### src/lrb_pkg.sv
`default_nettype none

package lrb_pkg;

  // Field widths.
  localparam int CNT_W   = 32;
  localparam int IVL_W   = 16;
  localparam int TALLY_W = 8;
  localparam int CFG_IDX_W = 3;
  localparam int REM_CNT_W = $clog2(CNT_W);

  localparam logic [TALLY_W-1:0] TALLY_MAX = {TALLY_W{1'b1}};

  // Supervisor steps.
  typedef enum logic [2:0] {
    STEP_INIT   = 3'd0,
    STEP_GETKEY = 3'd1,
    STEP_KEYOK  = 3'd2,
    STEP_CHECK  = 3'd3,
    STEP_RETRY1 = 3'd4,
    STEP_RETRY2 = 3'd5,
    STEP_RETRY3 = 3'd6
  } step_t;

  // Reconnect commands.
  typedef enum logic [1:0] {
    REINIT_NONE    = 2'd0,
    REINIT_ENABLE  = 2'd1,
    REINIT_DISABLE = 2'd2
  } reinit_t;

  // Configuration register indexes.
  localparam logic [CFG_IDX_W-1:0] CFG_S1_TOTAL    = 3'd0;
  localparam logic [CFG_IDX_W-1:0] CFG_S1_INTERVAL = 3'd1;
  localparam logic [CFG_IDX_W-1:0] CFG_S2_TOTAL    = 3'd2;
  localparam logic [CFG_IDX_W-1:0] CFG_S2_INTERVAL = 3'd3;
  localparam logic [CFG_IDX_W-1:0] CFG_S3_INTERVAL = 3'd4;

  // Controller to datapath commands.
  typedef struct packed {
    logic eval;      // input transfer: run one supervisor step
    logic apply;     // remainder finished: apply the interval test
    logic out_load;  // move the finished result into the output register
  } lrb_cmd_t;

  // Datapath to controller status.
  typedef struct packed {
    logic need_mod;  // the step being evaluated needs the interval test
    logic rem_done;  // remainder unit finished
  } lrb_sts_t;

endpackage

`default_nettype wire

### src/link_retry_backoff_fsm.sv
`default_nettype none

// Connection supervisor advanced by one input transfer per tick. Each transfer
// carries keys_ready and link_up and produces exactly one result transfer with
// the command pulses, the step reached and the saturating key failure count.
// Most ticks go from input transfer straight to the output phase. A retry-stage
// tick with the link down that does not escalate and whose stage interval is
// nonzero runs a bit-serial 32-bit remainder of the exception count by the
// interval, one bit per cycle, before its output phase. One tick is in work at a
// time; the next input is taken while the previous result still waits on
// out_stall. cfg_ready is always high; write configuration only while idle.

module link_retry_backoff_fsm
  import lrb_pkg::*;
(
  input  wire logic                 clk,
  input  wire logic                 rst_n,
  input  wire logic                 in_valid,
  output logic                      in_stall,
  input  wire logic                 in_keys_ready,
  input  wire logic                 in_link_up,
  output logic                      out_valid,
  input  wire logic                 out_stall,
  output logic                      out_clear_keys,
  output logic                      out_fetch_config,
  output logic                      out_start_client,
  output logic                      out_push_keys,
  output logic [1:0]                out_reinit_cmd,
  output logic [2:0]                out_step_now,
  output logic [TALLY_W-1:0]        out_key_fail_count,
  input  wire logic                 cfg_valid,
  output logic                      cfg_ready,
  input  wire logic [CFG_IDX_W-1:0] cfg_index,
  input  wire logic [IVL_W-1:0]     cfg_data
);

  lrb_cmd_t cmd;
  lrb_sts_t sts;

  assign cfg_ready = 1'b1;

  lrb_ctrl u_ctrl (
    .clk       (clk),
    .rst_n     (rst_n),
    .in_valid  (in_valid),
    .in_stall  (in_stall),
    .out_valid (out_valid),
    .out_stall (out_stall),
    .sts       (sts),
    .cmd       (cmd)
  );

  lrb_dp u_dp (
    .clk                (clk),
    .rst_n              (rst_n),
    .cmd                (cmd),
    .sts                (sts),
    .keys_ready         (in_keys_ready),
    .link_up            (in_link_up),
    .cfg_we             (cfg_valid && cfg_ready),
    .cfg_idx            (cfg_index),
    .cfg_wdata          (cfg_data),
    .out_clear_keys     (out_clear_keys),
    .out_fetch_config   (out_fetch_config),
    .out_start_client   (out_start_client),
    .out_push_keys      (out_push_keys),
    .out_reinit_cmd     (out_reinit_cmd),
    .out_step_now       (out_step_now),
    .out_key_fail_count (out_key_fail_count)
  );

endmodule

`default_nettype wire

### src/lrb_rem.sv
`default_nettype none

module lrb_rem
  import lrb_pkg::*;
(
  input  wire logic             clk,
  input  wire logic             rst_n,
  input  wire logic             start,
  input  wire logic [CNT_W-1:0] dividend,
  input  wire logic [IVL_W-1:0] divisor,
  output logic                  done,
  output logic                  rem_zero
);

  logic                 busy_r, busy_nxt;
  logic                 done_r, done_nxt;
  logic [REM_CNT_W-1:0] cnt_r, cnt_nxt;
  logic [CNT_W-1:0]     dvd_r, dvd_nxt;
  logic [IVL_W-1:0]     div_r, div_nxt;
  logic [IVL_W-1:0]     rem_r, rem_nxt;
  logic [IVL_W:0]       trial;

  // Restoring remainder, one dividend bit per cycle.
  always_comb begin
    busy_nxt = busy_r;
    done_nxt = 1'b0;
    cnt_nxt  = cnt_r;
    dvd_nxt  = dvd_r;
    div_nxt  = div_r;
    rem_nxt  = rem_r;
    trial    = {rem_r, dvd_r[CNT_W-1]};
    if (start) begin
      busy_nxt = 1'b1;
      cnt_nxt  = '0;
      dvd_nxt  = dividend;
      div_nxt  = divisor;
      rem_nxt  = '0;
    end else if (busy_r) begin
      dvd_nxt = {dvd_r[CNT_W-2:0], 1'b0};
      if (trial >= {1'b0, div_r}) begin
        rem_nxt = IVL_W'(trial - {1'b0, div_r});
      end else begin
        rem_nxt = trial[IVL_W-1:0];
      end
      cnt_nxt = cnt_r + 1'b1;
      if (cnt_r == REM_CNT_W'(CNT_W - 1)) begin
        busy_nxt = 1'b0;
        done_nxt = 1'b1;
      end
    end
  end

  always_ff @(posedge clk) begin
    if (!rst_n) begin
      busy_r <= 1'b0;
      done_r <= 1'b0;
      cnt_r  <= '0;
    end else begin
      busy_r <= busy_nxt;
      done_r <= done_nxt;
      cnt_r  <= cnt_nxt;
    end
    dvd_r <= dvd_nxt;
    div_r <= div_nxt;
    rem_r <= rem_nxt;
  end

  assign done     = done_r;
  assign rem_zero = (rem_r == '0);

endmodule

`default_nettype wire

### src/lrb_dp.sv
`default_nettype none

module lrb_dp
  import lrb_pkg::*;
(
  input  wire logic                 clk,
  input  wire logic                 rst_n,
  input  wire lrb_cmd_t             cmd,
  output lrb_sts_t                  sts,
  input  wire logic                 keys_ready,
  input  wire logic                 link_up,
  input  wire logic                 cfg_we,
  input  wire logic [CFG_IDX_W-1:0] cfg_idx,
  input  wire logic [IVL_W-1:0]     cfg_wdata,
  output logic                      out_clear_keys,
  output logic                      out_fetch_config,
  output logic                      out_start_client,
  output logic                      out_push_keys,
  output logic [1:0]                out_reinit_cmd,
  output logic [2:0]                out_step_now,
  output logic [TALLY_W-1:0]        out_key_fail_count
);

  // Configuration registers.
  logic [IVL_W-1:0] s1_total_r, s1_ivl_r, s2_total_r, s2_ivl_r, s3_ivl_r;

  // Supervisor state.
  step_t              step_r, step_nxt;
  logic [CNT_W-1:0]   exc_r, exc_nxt;
  logic               pend_r, pend_nxt;
  logic               started_r, started_nxt;
  logic [TALLY_W-1:0] tally_r, tally_nxt;

  // Per-step pulses held until the result is loaded.
  logic    clr_r, clr_nxt, fetch_r, fetch_nxt, start_r, start_nxt, push_r, push_nxt;
  reinit_t reinit_r, reinit_nxt;

  // Output register.
  logic               oclr_r, ofetch_r, ostart_r, opush_r;
  reinit_t            oreinit_r;
  step_t              ostep_r;
  logic [TALLY_W-1:0] otally_r;

  logic [CNT_W-1:0] exc_inc;
  logic [IVL_W-1:0] sel_total, sel_ivl;
  logic             has_total, escalate, need_mod;
  logic             rem_done, rem_zero;
  step_t            next_stage;

  assign exc_inc = exc_r + CNT_W'(1);

  // Stage parameters for the current retry step.
  always_comb begin
    sel_total  = s1_total_r;
    sel_ivl    = s1_ivl_r;
    has_total  = 1'b1;
    next_stage = STEP_RETRY2;
    case (step_r)
      STEP_RETRY2: begin
        sel_total  = s2_total_r;
        sel_ivl    = s2_ivl_r;
        next_stage = STEP_RETRY3;
      end
      STEP_RETRY3: begin
        sel_ivl    = s3_ivl_r;
        has_total  = 1'b0;
        next_stage = STEP_RETRY3;
      end
      default: begin
      end
    endcase
  end

  assign escalate = has_total && (exc_inc > {{(CNT_W-IVL_W){1'b0}}, sel_total});

  // One supervisor step; the interval test of a retry stage finishes later.
  always_comb begin
    step_nxt    = step_r;
    exc_nxt     = exc_r;
    pend_nxt    = pend_r;
    started_nxt = started_r;
    tally_nxt   = tally_r;
    clr_nxt     = 1'b0;
    fetch_nxt   = 1'b0;
    start_nxt   = 1'b0;
    push_nxt    = 1'b0;
    reinit_nxt  = REINIT_NONE;
    need_mod    = 1'b0;
    case (step_r)
      STEP_INIT: begin
        clr_nxt  = 1'b1;
        step_nxt = STEP_GETKEY;
      end
      STEP_GETKEY: begin
        if (keys_ready) begin
          fetch_nxt   = 1'b1;
          start_nxt   = !started_r;
          started_nxt = 1'b1;
          tally_nxt   = '0;
          step_nxt    = STEP_KEYOK;
        end else begin
          if (tally_r != TALLY_MAX) begin
            tally_nxt = tally_r + 1'b1;
          end
          step_nxt = STEP_RETRY1;
        end
      end
      STEP_KEYOK: begin
        push_nxt   = 1'b1;
        reinit_nxt = pend_r ? REINIT_ENABLE : REINIT_NONE;
        step_nxt   = STEP_CHECK;
      end
      STEP_CHECK: begin
        if (link_up) begin
          exc_nxt = '0;
          if (pend_r) begin
            pend_nxt   = 1'b0;
            reinit_nxt = REINIT_DISABLE;
          end
        end else begin
          pend_nxt = 1'b1;
          step_nxt = STEP_RETRY1;
        end
      end
      STEP_RETRY1, STEP_RETRY2, STEP_RETRY3: begin
        if (link_up) begin
          step_nxt = STEP_CHECK;
        end else begin
          exc_nxt = exc_inc;
          if (escalate) begin
            step_nxt = next_stage;
          end else begin
            need_mod = (sel_ivl != '0);
          end
        end
      end
      default: begin
      end
    endcase
  end

  // Serial remainder of the new count by the stage interval.
  lrb_rem u_rem (
    .clk      (clk),
    .rst_n    (rst_n),
    .start    (cmd.eval && need_mod),
    .dividend (exc_inc),
    .divisor  (sel_ivl),
    .done     (rem_done),
    .rem_zero (rem_zero)
  );

  assign sts.need_mod = need_mod;
  assign sts.rem_done = rem_done;

  // State, configuration and result registers.
  always_ff @(posedge clk) begin
    if (!rst_n) begin
      s1_total_r <= IVL_W'(60);
      s1_ivl_r   <= IVL_W'(10);
      s2_total_r <= IVL_W'(300);
      s2_ivl_r   <= IVL_W'(30);
      s3_ivl_r   <= IVL_W'(60);
      step_r     <= STEP_INIT;
      exc_r      <= '0;
      pend_r     <= 1'b0;
      started_r  <= 1'b0;
      tally_r    <= '0;
    end else begin
      if (cfg_we) begin
        case (cfg_idx)
          CFG_S1_TOTAL:    s1_total_r <= cfg_wdata;
          CFG_S1_INTERVAL: s1_ivl_r   <= cfg_wdata;
          CFG_S2_TOTAL:    s2_total_r <= cfg_wdata;
          CFG_S2_INTERVAL: s2_ivl_r   <= cfg_wdata;
          CFG_S3_INTERVAL: s3_ivl_r   <= cfg_wdata;
          default: begin
          end
        endcase
      end
      if (cmd.eval) begin
        step_r    <= step_nxt;
        exc_r     <= exc_nxt;
        pend_r    <= pend_nxt;
        started_r <= started_nxt;
        tally_r   <= tally_nxt;
      end else if (cmd.apply && rem_zero) begin
        step_r <= STEP_INIT;
      end
    end
    if (cmd.eval) begin
      clr_r    <= clr_nxt;
      fetch_r  <= fetch_nxt;
      start_r  <= start_nxt;
      push_r   <= push_nxt;
      reinit_r <= reinit_nxt;
    end
    if (cmd.out_load) begin
      oclr_r    <= clr_r;
      ofetch_r  <= fetch_r;
      ostart_r  <= start_r;
      opush_r   <= push_r;
      oreinit_r <= reinit_r;
      ostep_r   <= step_r;
      otally_r  <= tally_r;
    end
  end

  assign out_clear_keys     = oclr_r;
  assign out_fetch_config   = ofetch_r;
  assign out_start_client   = ostart_r;
  assign out_push_keys      = opush_r;
  assign out_reinit_cmd     = oreinit_r;
  assign out_step_now       = ostep_r;
  assign out_key_fail_count = otally_r;

endmodule

`default_nettype wire

### src/lrb_ctrl.sv
`default_nettype none

module lrb_ctrl
  import lrb_pkg::*;
(
  input  wire logic     clk,
  input  wire logic     rst_n,
  input  wire logic     in_valid,
  output logic          in_stall,
  output logic          out_valid,
  input  wire logic     out_stall,
  input  wire lrb_sts_t sts,
  output lrb_cmd_t      cmd
);

  typedef enum logic [1:0] {
    S_IDLE,
    S_MOD,
    S_OUT
  } ctrl_state_t;

  ctrl_state_t state_r, state_nxt;
  logic        out_valid_r, out_valid_nxt;
  logic        in_xfer, out_xfer, out_free;

  assign in_stall = (state_r != S_IDLE);
  assign in_xfer  = in_valid && !in_stall;
  assign out_xfer = out_valid_r && !out_stall;
  assign out_free = !out_valid_r || !out_stall;

  // Phase sequencing and output register occupancy.
  always_comb begin
    state_nxt     = state_r;
    out_valid_nxt = out_valid_r;
    cmd           = '0;
    if (out_xfer) begin
      out_valid_nxt = 1'b0;
    end
    case (state_r)
      S_IDLE: begin
        if (in_xfer) begin
          cmd.eval  = 1'b1;
          state_nxt = sts.need_mod ? S_MOD : S_OUT;
        end
      end
      S_MOD: begin
        if (sts.rem_done) begin
          cmd.apply = 1'b1;
          state_nxt = S_OUT;
        end
      end
      S_OUT: begin
        if (out_free) begin
          cmd.out_load  = 1'b1;
          out_valid_nxt = 1'b1;
          state_nxt     = S_IDLE;
        end
      end
      default: begin
        state_nxt = S_IDLE;
      end
    endcase
  end

  always_ff @(posedge clk) begin
    if (!rst_n) begin
      state_r     <= S_IDLE;
      out_valid_r <= 1'b0;
    end else begin
      state_r     <= state_nxt;
      out_valid_r <= out_valid_nxt;
    end
  end

  assign out_valid = out_valid_r;

`ifndef SYNTH
  // A step that needs the interval test waits for the remainder unit.
  a_mod_entry: assert property (@(posedge clk) disable iff (!rst_n)
    in_xfer && sts.need_mod |=> state_r == S_MOD)
    else $error("interval test not started after transfer");

  // The remainder unit only finishes while the controller waits for it.
  a_done_in_mod: assert property (@(posedge clk) disable iff (!rst_n)
    sts.rem_done |-> state_r == S_MOD)
    else $error("remainder finished outside its wait phase");

  // A result is never loaded over one that is still stalled.
  a_no_overwrite: assert property (@(posedge clk) disable iff (!rst_n)
    cmd.out_load |-> !(out_valid_r && out_stall))
    else $error("output register overwritten while stalled");

  // Every loaded result is offered on the next cycle.
  a_load_valid: assert property (@(posedge clk) disable iff (!rst_n)
    cmd.out_load |=> out_valid_r)
    else $error("loaded result not presented");
`endif

endmodule

`default_nettype wire
### config.mk
export PLATFORM = sky130hd
export DESIGN_NAME = link_retry_backoff_fsm
export DESIGN_NICKNAME = d
export VERILOG_FILES = /design/src/lrb_pkg.sv /design/src/link_retry_backoff_fsm.sv /design/src/lrb_rem.sv /design/src/lrb_dp.sv /design/src/lrb_ctrl.sv
export SDC_FILE = /design/constraint.sdc
export NUM_CORES = 1
export LEC_CHECK = 0
export BUFFER_PORTS_ARGS = -buffer_cell sky130_fd_sc_hd__buf_4
export CORE_MARGIN = 2
export CORE_UTILIZATION = 35
export CTS_BUF_LIST = sky130_fd_sc_hd__clkbuf_2 sky130_fd_sc_hd__clkbuf_4 sky130_fd_sc_hd__clkbuf_8
export DETAILED_ROUTE_END_ITERATION = 16
export GPL_TIMING_DRIVEN = 0
export PLACE_DENSITY = 0.57
export SLEW_MARGIN = 20
export SYNTH_ARGS = -nofsm -noshare
export SYNTH_HDL_FRONTEND = slang
export SYNTH_SLANG_ARGS = --single-unit
### constraint.sdc
create_clock -name clk -period 5 [get_ports clk]
set_clock_uncertainty 0.15 [all_clocks]
set_input_delay 0.5 -clock clk [delete_from_list [all_inputs] [get_ports clk]]
set_output_delay 0.5 -clock clk [all_outputs]
set_load 0.005 [all_outputs]
==> flow_metrics.py, run 1 <==
metrics = {
    "floorplan": {
        "coreArea_um2": 32620,
        "rows": 66,
        "die_w_um": 186.0,
        "die_area_um2": 34610,
        "initial_core_util_pct": 35.56,
        "ioPinCount": 46,
        "fp.dieH_um": 186.0,
    },
    "timing": {
        "drv_slew": 0,
        "period_share_pct": 94.59,
        "setup_violations": 0,
        "fin_hold_ws_ps": 82.34,
        "hold_viol_final": 0,
        "rsz0062_at_grt": "no",
        "fin_ws_ps": 270.4,
        "max_freq_mhz": 211.4,
        "layout_min_cycle_time_ps": 4730,
        "slew_headroom_pct": 41.46,
        "worstMarginPinSlew_ps": 873.3,
    },
    "global_route": {
        "grt_pass1_wl_mm": 50.17,
        "track_usage_pct": 18.72,
        "grt_pass1_vias": 9001,
        "antenna_found_initial": 0,
        "grt_start_max_net_pins": 33,
        "gr-total-overflow": 0,
    },
    "synthesis": {
        "synth_top_family_by_area": "simple AND/OR/NAND/NOR gates",
        "synthMuxAreaShare_pct": 5.814,
        "synth-edff-count": 71,
        "yosys.area.top_type": "dfxtp_1",
        "synth_ff_type": "dfxtp_1",
        "syn_avg_cell_area_um2": 9.005,
        "postSynthCellCount": 1288,
        "synth_cell_type_count": 74,
        "synth-xor-area-share_pct": 3.517,
        "yosysWarnings": 0,
        "ys_ff_latch": 222,
        "synth.area.top_cells": "dfxtp_1, edfxtp_1, nand2_1, a21boi_0, ha_1",
        "yosys.area_share.simple_pct": 22.03,
        "syn_area_um2": 11600,
        "syn_nets": 1350,
        "synthTopCellsByCount": "nand2_1, dfxtp_1, nor2_1",
        "synth_top_cell_area_share_pct": 26.06,
        "yosysSeqAreaShare_pct": 44.44,
        "yosysMostFrequentCell": "nand2_1",
        "synth_fa_ha_area_share_pct": 3.948,
        "synth-async-reset-ratio_pct": 0,
        "synth-compound-area-share_pct": 15.75,
    },
    "place": {
        "placed_area_um2": 12490,
        "numPortBuffers": 43,
        "gp_congestion": 0.8900,
        "post-place-ws_ps": -13.25,
        "place_hpwl_mm": 23.19,
    },
    "cts": {
        "clkTransAtPathRegs_ps": 60,
        "clock_path_buffers": 3,
        "cts_buffers": 41,
        "h-tree-depth": 2,
        "tritoncts": "done",
        "insertion_delay_ps": 550,
        "clock_sinks": 222,
        "cts-root-buf": "clkbuf_8",
        "cts_hold_buf": 0,
    },
    "route": {
        "post_drt_wl_per_cell_um": 17.58,
        "finalWirelength_mm": 32.53,
        "vias": 9641,
        "drc": 0,
        "drt_iter0_drc": 655,
        "ant_nets": 0,
        "via_per_inst": 5.211,
        "drt_first_pass_iters": 5,
    },
    "power": {
        "vdd_drop_max_mv": 0.1627,
        "p_total_uw": 4248,
        "leakagePower_uw": 0.005279,
        "power.density_nw_per_um2": 315.9,
    },
    "critical_path": {
        "worst-path-max-fanout": 10,
        "end_kind": "register",
        "cp_data_required_time_ps": 5110,
        "critPathArrivalTime_ps": 4840,
        "cp-start-kind": "register",
        "critPathKind": "reg -> reg",
    },
    "layout": {
        "num_antenna_cells": 0,
        "drive_gt1_share_pct": 12.86,
        "nets": 1437,
        "area_delta_synth_final_pct": 15.92,
        "fin_area_um2": 13450,
    },
    "outcome": {
        "status": "finished, final reports clean",
    },
    "hold_path": {
        "hp-class": "in -> reg",
    },
    "run": {
        "maxCapViolations": 0,
    },
}
==> worst max-delay path, stage by stage (launching register included) <==
cell	delay [ps]
dfxtp_1	460
ha_1	300
nand3_2	160
or2_2	410
nor3_1	270
xor2_1	290
ha_1	200
nand4_1	110
or2_2	340
nor3_1	200
a32oi_1	140
o21ai_1	120
a41oi_1	200
nor2_2	230
nand2_4	160
inv_6	190
buf_12	160
mux2_1	350
==> report_power, final <==
part           total, µW  internal (µW)  leakage [µW]  switching, µW
clock network       1960           1180      0.000491            789
logic                349            138       0.00292            210
registers           1930           1900       0.00186           36.2
==> sequential cells by signal, indices dropped and copies added (netlist names), 5 cells and up <==
register                 flops
u_dp.s2_ivl_r               16
u_dp.u_rem.rem_r            16
u_dp.tally_r                 8
u_dp.s1_ivl_r               16
u_dp.s2_total_r             16
u_dp.out_key_fail_count      8
u_dp.exc_r                  32
u_dp.u_rem.dvd_r            32
u_dp.u_rem.cnt_r             5
u_dp.s3_ivl_r               16
u_dp.s1_total_r             16
u_dp.u_rem.div_r            16
==> metrics by stage <==
stage               util (%)  setup TNS, ps  cells
finish                 41.22              0   1850
detailed placement     38.30         -289.0   1774
CTS                    41.15              0   1850
floorplan                  -              0   1288
global route           41.22              0   1850
global placement       38.24         -13790   1773
==> logic make-up (layout without fill, tap and decap cells) <==
family | count (synthesis) | in the layout
AND/OR/NAND/NOR | 538 | 538
AO/OA/AOI/OAI | 276 | 276
flip-flops | 222 | 222
buffers and inverters | 117 | 237
multiplexers | 53 | 53
XOR/XNOR | 45 | 45
adder cells (fa/ha/maj) | 36 | 36
other | 1 | 1
==> cell type report <==
cell class	count	area, µm²
Tap cell	442	553.0
Timing Repair Buffer	45	341.6
Buffer	79	372.9
Clock inverter	14	173.9
Multi-Input combinational cell	949	5952
Fill cell	3254	19170
Clock buffer	62	753.2
Sequential cell	222	5155
Inverter	37	143.9
==> final timing paths <==
| check | slack [ps] | end | from | cells past startpoint |
|---|---|---|---|---|
| setup / recovery | 270 | u_dp.u_rem.dvd_r[29] | u_dp.exc_r[0] | 17 |
| hold / removal | 80 | u_dp.s2_total_r[8] | cfg_data[8] | 3 |
| setup reg to reg | 270 | u_dp.u_rem.dvd_r[29] | u_dp.exc_r[0] | 17 |
| hold reg to reg | 270 | u_dp.out_fetch_config | u_dp.fetch_r | 0 |
==> per-layer routing <==
layer / routed length, µm / part of all wire (%) / up-vias / global-route usage, %
met5: 0 / 0 / - / 0
met4: 798 / 2.5 / 0 / 5.732
met3: 1666 / 5.1 / 48 / 2.817
met2: 14460 / 44 / 267 / 29.68
met1: 15600 / 48 / 4593 / 26.20
li1: - / - / 4733 / -
==> placed cells by master (no fill, tap or decap), types with 11 or more instances in the layout <==
cell type    n
a21boi_0    75
a21oi_1     52
a22oi_1     11
buf_4       46
clkbuf_1    62
clkbuf_4    17
clkbuf_8    46
dfxtp_1    151
edfxtp_1    71
ha_1        35
inv_1       36
mux2_4      28
mux2i_1     22
nand2_1    226
nand3_1     43
nand4_1     27
nor2_1      94
nor2b_1     26
nor3_1      30
o21a_1      11
o21ai_0     48
o22ai_1     17
or3_1       18
xnor2_1     20
xor2_1      23
==> timing repair <==
item | CTS | global route
resized for setup | 1 | 4
buffers inserted | 0 | 1
endpoints found under the hold margin | 0 | 0
cloned | 0 | 0
endpoints found under the setup margin | 32 | 86
pin swaps | 0 | 1
Note: power is estimated with default switching activity, not from simulation.
==> inputs of run 2 (changes only) <==
- CORE_UTILIZATION: 35 -> 58
- PLACE_DENSITY: 0.57 -> 0.83
==> run 2 against run 1 <==
  * Critical path depth unchanged
  * Clock power down 11%
  * Sequential share of layout area rose by 0.84 points
  * Largest power group is now registers
  * Via count increased by 4.2%
  * Sequential cell count did not move
  * Setup slack got worse by 61 ps
  * Global-route usage is 9.7 points higher
  * Highest routed layer unchanged
  * Routed wire length is 5.4% lower
  * Combinational power about the same
  * Final cell count decreased by 9.6%
==> flow_metrics.py, run 2 (same netlist as run 1, synthesis figures left out) <==
metrics = {
    "route": {
        "post_drt_wl_per_cell_um": 18.38,
        "ant_nets": 0,
        "via_per_inst": 6.007,
        "drc": 0,
        "drt_first_pass_iters": 7,
        "drt_iter0_drc": 942,
        "vias": 10050,
        "finalWirelength_mm": 30.76,
    },
    "cts": {
        "cts-root-buf": "clkbuf_8",
        "tritoncts": "done",
        "clock_sinks": 222,
        "h-tree-depth": 2,
        "cts_buffers": 39,
        "clock_path_buffers": 3,
        "insertion_delay_ps": 540,
        "clkTransAtPathRegs_ps": 60,
    },
    "power": {
        "leakagePower_uw": 0.005242,
        "vdd_drop_max_mv": 0.2251,
        "power.density_nw_per_um2": 305.9,
        "p_total_uw": 4026,
    },
    "hold_path": {
        "min_from": "cfg_data[3]",
        "hp-class": "in -> reg",
        "hold_depth": 3,
        "min_to": "u_dp.s1_total_r[3]",
    },
    "floorplan": {
        "coreArea_um2": 19530,
        "ioPinCount": 46,
        "rows": 51,
        "initial_core_util_pct": 59.40,
        "die_w_um": 145.4,
        "die_area_um2": 21140,
        "fp.dieH_um": 145.4,
    },
    "timing": {
        "hold_viol_final": 0,
        "layout_min_cycle_time_ps": 4791,
        "slew_headroom_pct": 40.27,
        "fin_setup_tns_ps": 0,
        "drv_slew": 0,
        "setup_violations": 0,
        "worstMarginPinSlew_ps": 884.7,
        "period_share_pct": 95.82,
        "max_freq_mhz": 208.7,
        "rsz0062_at_grt": "no",
    },
    "layout": {
        "fill_cells": 1577,
        "mostFrequentLayoutCell": "nand2_1",
        "stdcell_count": 1673,
        "nets": 1438,
        "drive_gt1_share_pct": 13.22,
        "layout_common_cells": "nand2_1, dfxtp_1, nor2_1, a21boi_0, edfxtp_1",
        "fin_area_um2": 13160,
        "area_delta_synth_final_pct": 13.45,
        "largestRegisters": "u_dp.exc_r x32, u_dp.u_rem.dvd_r x32",
    },
    "critical_path": {
        "reg2reg_depth": 17,
        "critPathKind": "reg -> reg",
        "end_kind": "register",
        "timing.rr.start": "u_dp.exc_r[0]",
        "critPathArrivalTime_ps": 4910,
        "cp_data_required_time_ps": 5120,
        "path_cells": "ha_2 -> nand3_2 -> or2_2 -> nor3_2 -> xor2_2 -> ha_1 -> nand4_1 -> nor2_1 -> a211oi_1 -> o211ai_1 -> o21ai_1 -> a41oi_1 -> nor2_2 -> nand2_4 -> inv_6 -> buf_12 -> mux2_1",
        "cp-start-kind": "register",
        "worst_path_max_delay_cell": "dfxtp_2",
        "rrSetupSlack_ps": 210,
        "slowest_delay_ps": 410,
        "r2r-end": "u_dp.u_rem.dvd_r[29]",
        "worst-path-max-fanout": 10,
    },
    "place": {
        "gp_congestion": 0.9771,
        "placedCellCount": 1597,
        "placed_area_um2": 12270,
        "place_hpwl_mm": 21.64,
        "numPortBuffers": 43,
    },
    "global_route": {
        "grt_pass1_wl_mm": 48.72,
        "grt_pass1_vias": 9352,
        "grt_start_max_net_pins": 33,
        "gr-total-overflow": 0,
        "track_usage_pct": 28.42,
        "antenna_found_initial": 0,
    },
    "run": {
        "maxCapViolations": 0,
    },
    "outcome": {
        "status": "finished, final reports clean",
    },
}
## run 2: changes by cell type in the layout (fill, tap and decap cells not counted), sizes merged
| cell | change |
|---|---|
| buf | +4 |
| bufinv | -4 |
| clkbuf | -1 |
| clkinvlp | +1 |
| diode | +1 |
| inv | -1 |
## run 2: routing by layer
metal  part of all wire (%)  track usage, %  vias up
met1                     42           38.61     4767
li1                       -               -     4728
met4                    4.0           12.11        0
met5                      0               0        -
met2                     46           45.00      451
met3                    8.3           5.110      104
## run 2: area by class of cell
class / instances / area (µm²) / area share, %
well taps: 265 / 331.6 / 2.520
inverters: 37 / 143.9 / 1.093
clock inverters: 10 / 53.80 / 0.4089
diodes: 1 / 2.502 / 0.01902
flip-flops and latches: 222 / 5156 / 39.18
clock buffers: 62 / 772.0 / 5.867
multi-input cells: 949 / 5962 / 45.31
plain buffers: 79 / 372.9 / 2.834
repair buffers: 48 / 364.1 / 2.767
## run 2: how the worst max path moves through the flow
| stage | start | endpoint | slack, ps | depth (start not counted) |
|---|---|---|---|---|
| after CTS | u_dp.exc_r[0] | u_dp.u_rem.dvd_r[29] | 4 | 17 |
| after floorplan | u_dp.exc_r[0] | u_dp.u_rem.dvd_r[0] | 720 | 15 |
| after global placement | u_dp.exc_r[0] | u_dp.u_rem.dvd_r[11] | -410 | 14 |
| after global routing | u_dp.exc_r[2] | u_dp.u_rem.dvd_r[29] | 30 | 17 |
| final | u_dp.exc_r[0] | u_dp.u_rem.dvd_r[29] | 210 | 17 |
| after detailed placement | u_dp.exc_r[0] | u_dp.u_rem.dvd_r[14] | -90 | 15 |
## run 2: timing repair
action | in CTS | in global routing
gates resized for setup | 3 | 5
endpoints found under the setup margin | 85 | 88
hold buffers | 0 | 0
pin swaps | 0 | 2
setup buffers | 0 | 4
## run 2: power by group
part	internal (µW)	leakage, µW	total, µW	switching [µW]
logic	138	0.00293	347	209
registers	1900	0.00186	1940	37.6
clock network	984	0.000443	1740	759
## run 2: critical path, delay by kind of cell, from the launching register on
kind	cells	cell delay (ps)
xor+xnor	1	280
buf+inv	2	350
compound gates	4	990
mux	1	350
fa+ha+maj	2	560
flops	1	410
simple gates	7	1420
## run 2: per-stage QoR
step	setup slack (ps)	utilization, %	hold slack, ps
floorplan	722.5	-	250.3
global placement	-411.2	62.75	256.4
detailed placement	-91.62	62.84	254.5
CTS	4.121	67.15	75.88
global route	26.97	67.38	89.07
finish	208.9	67.39	91.07
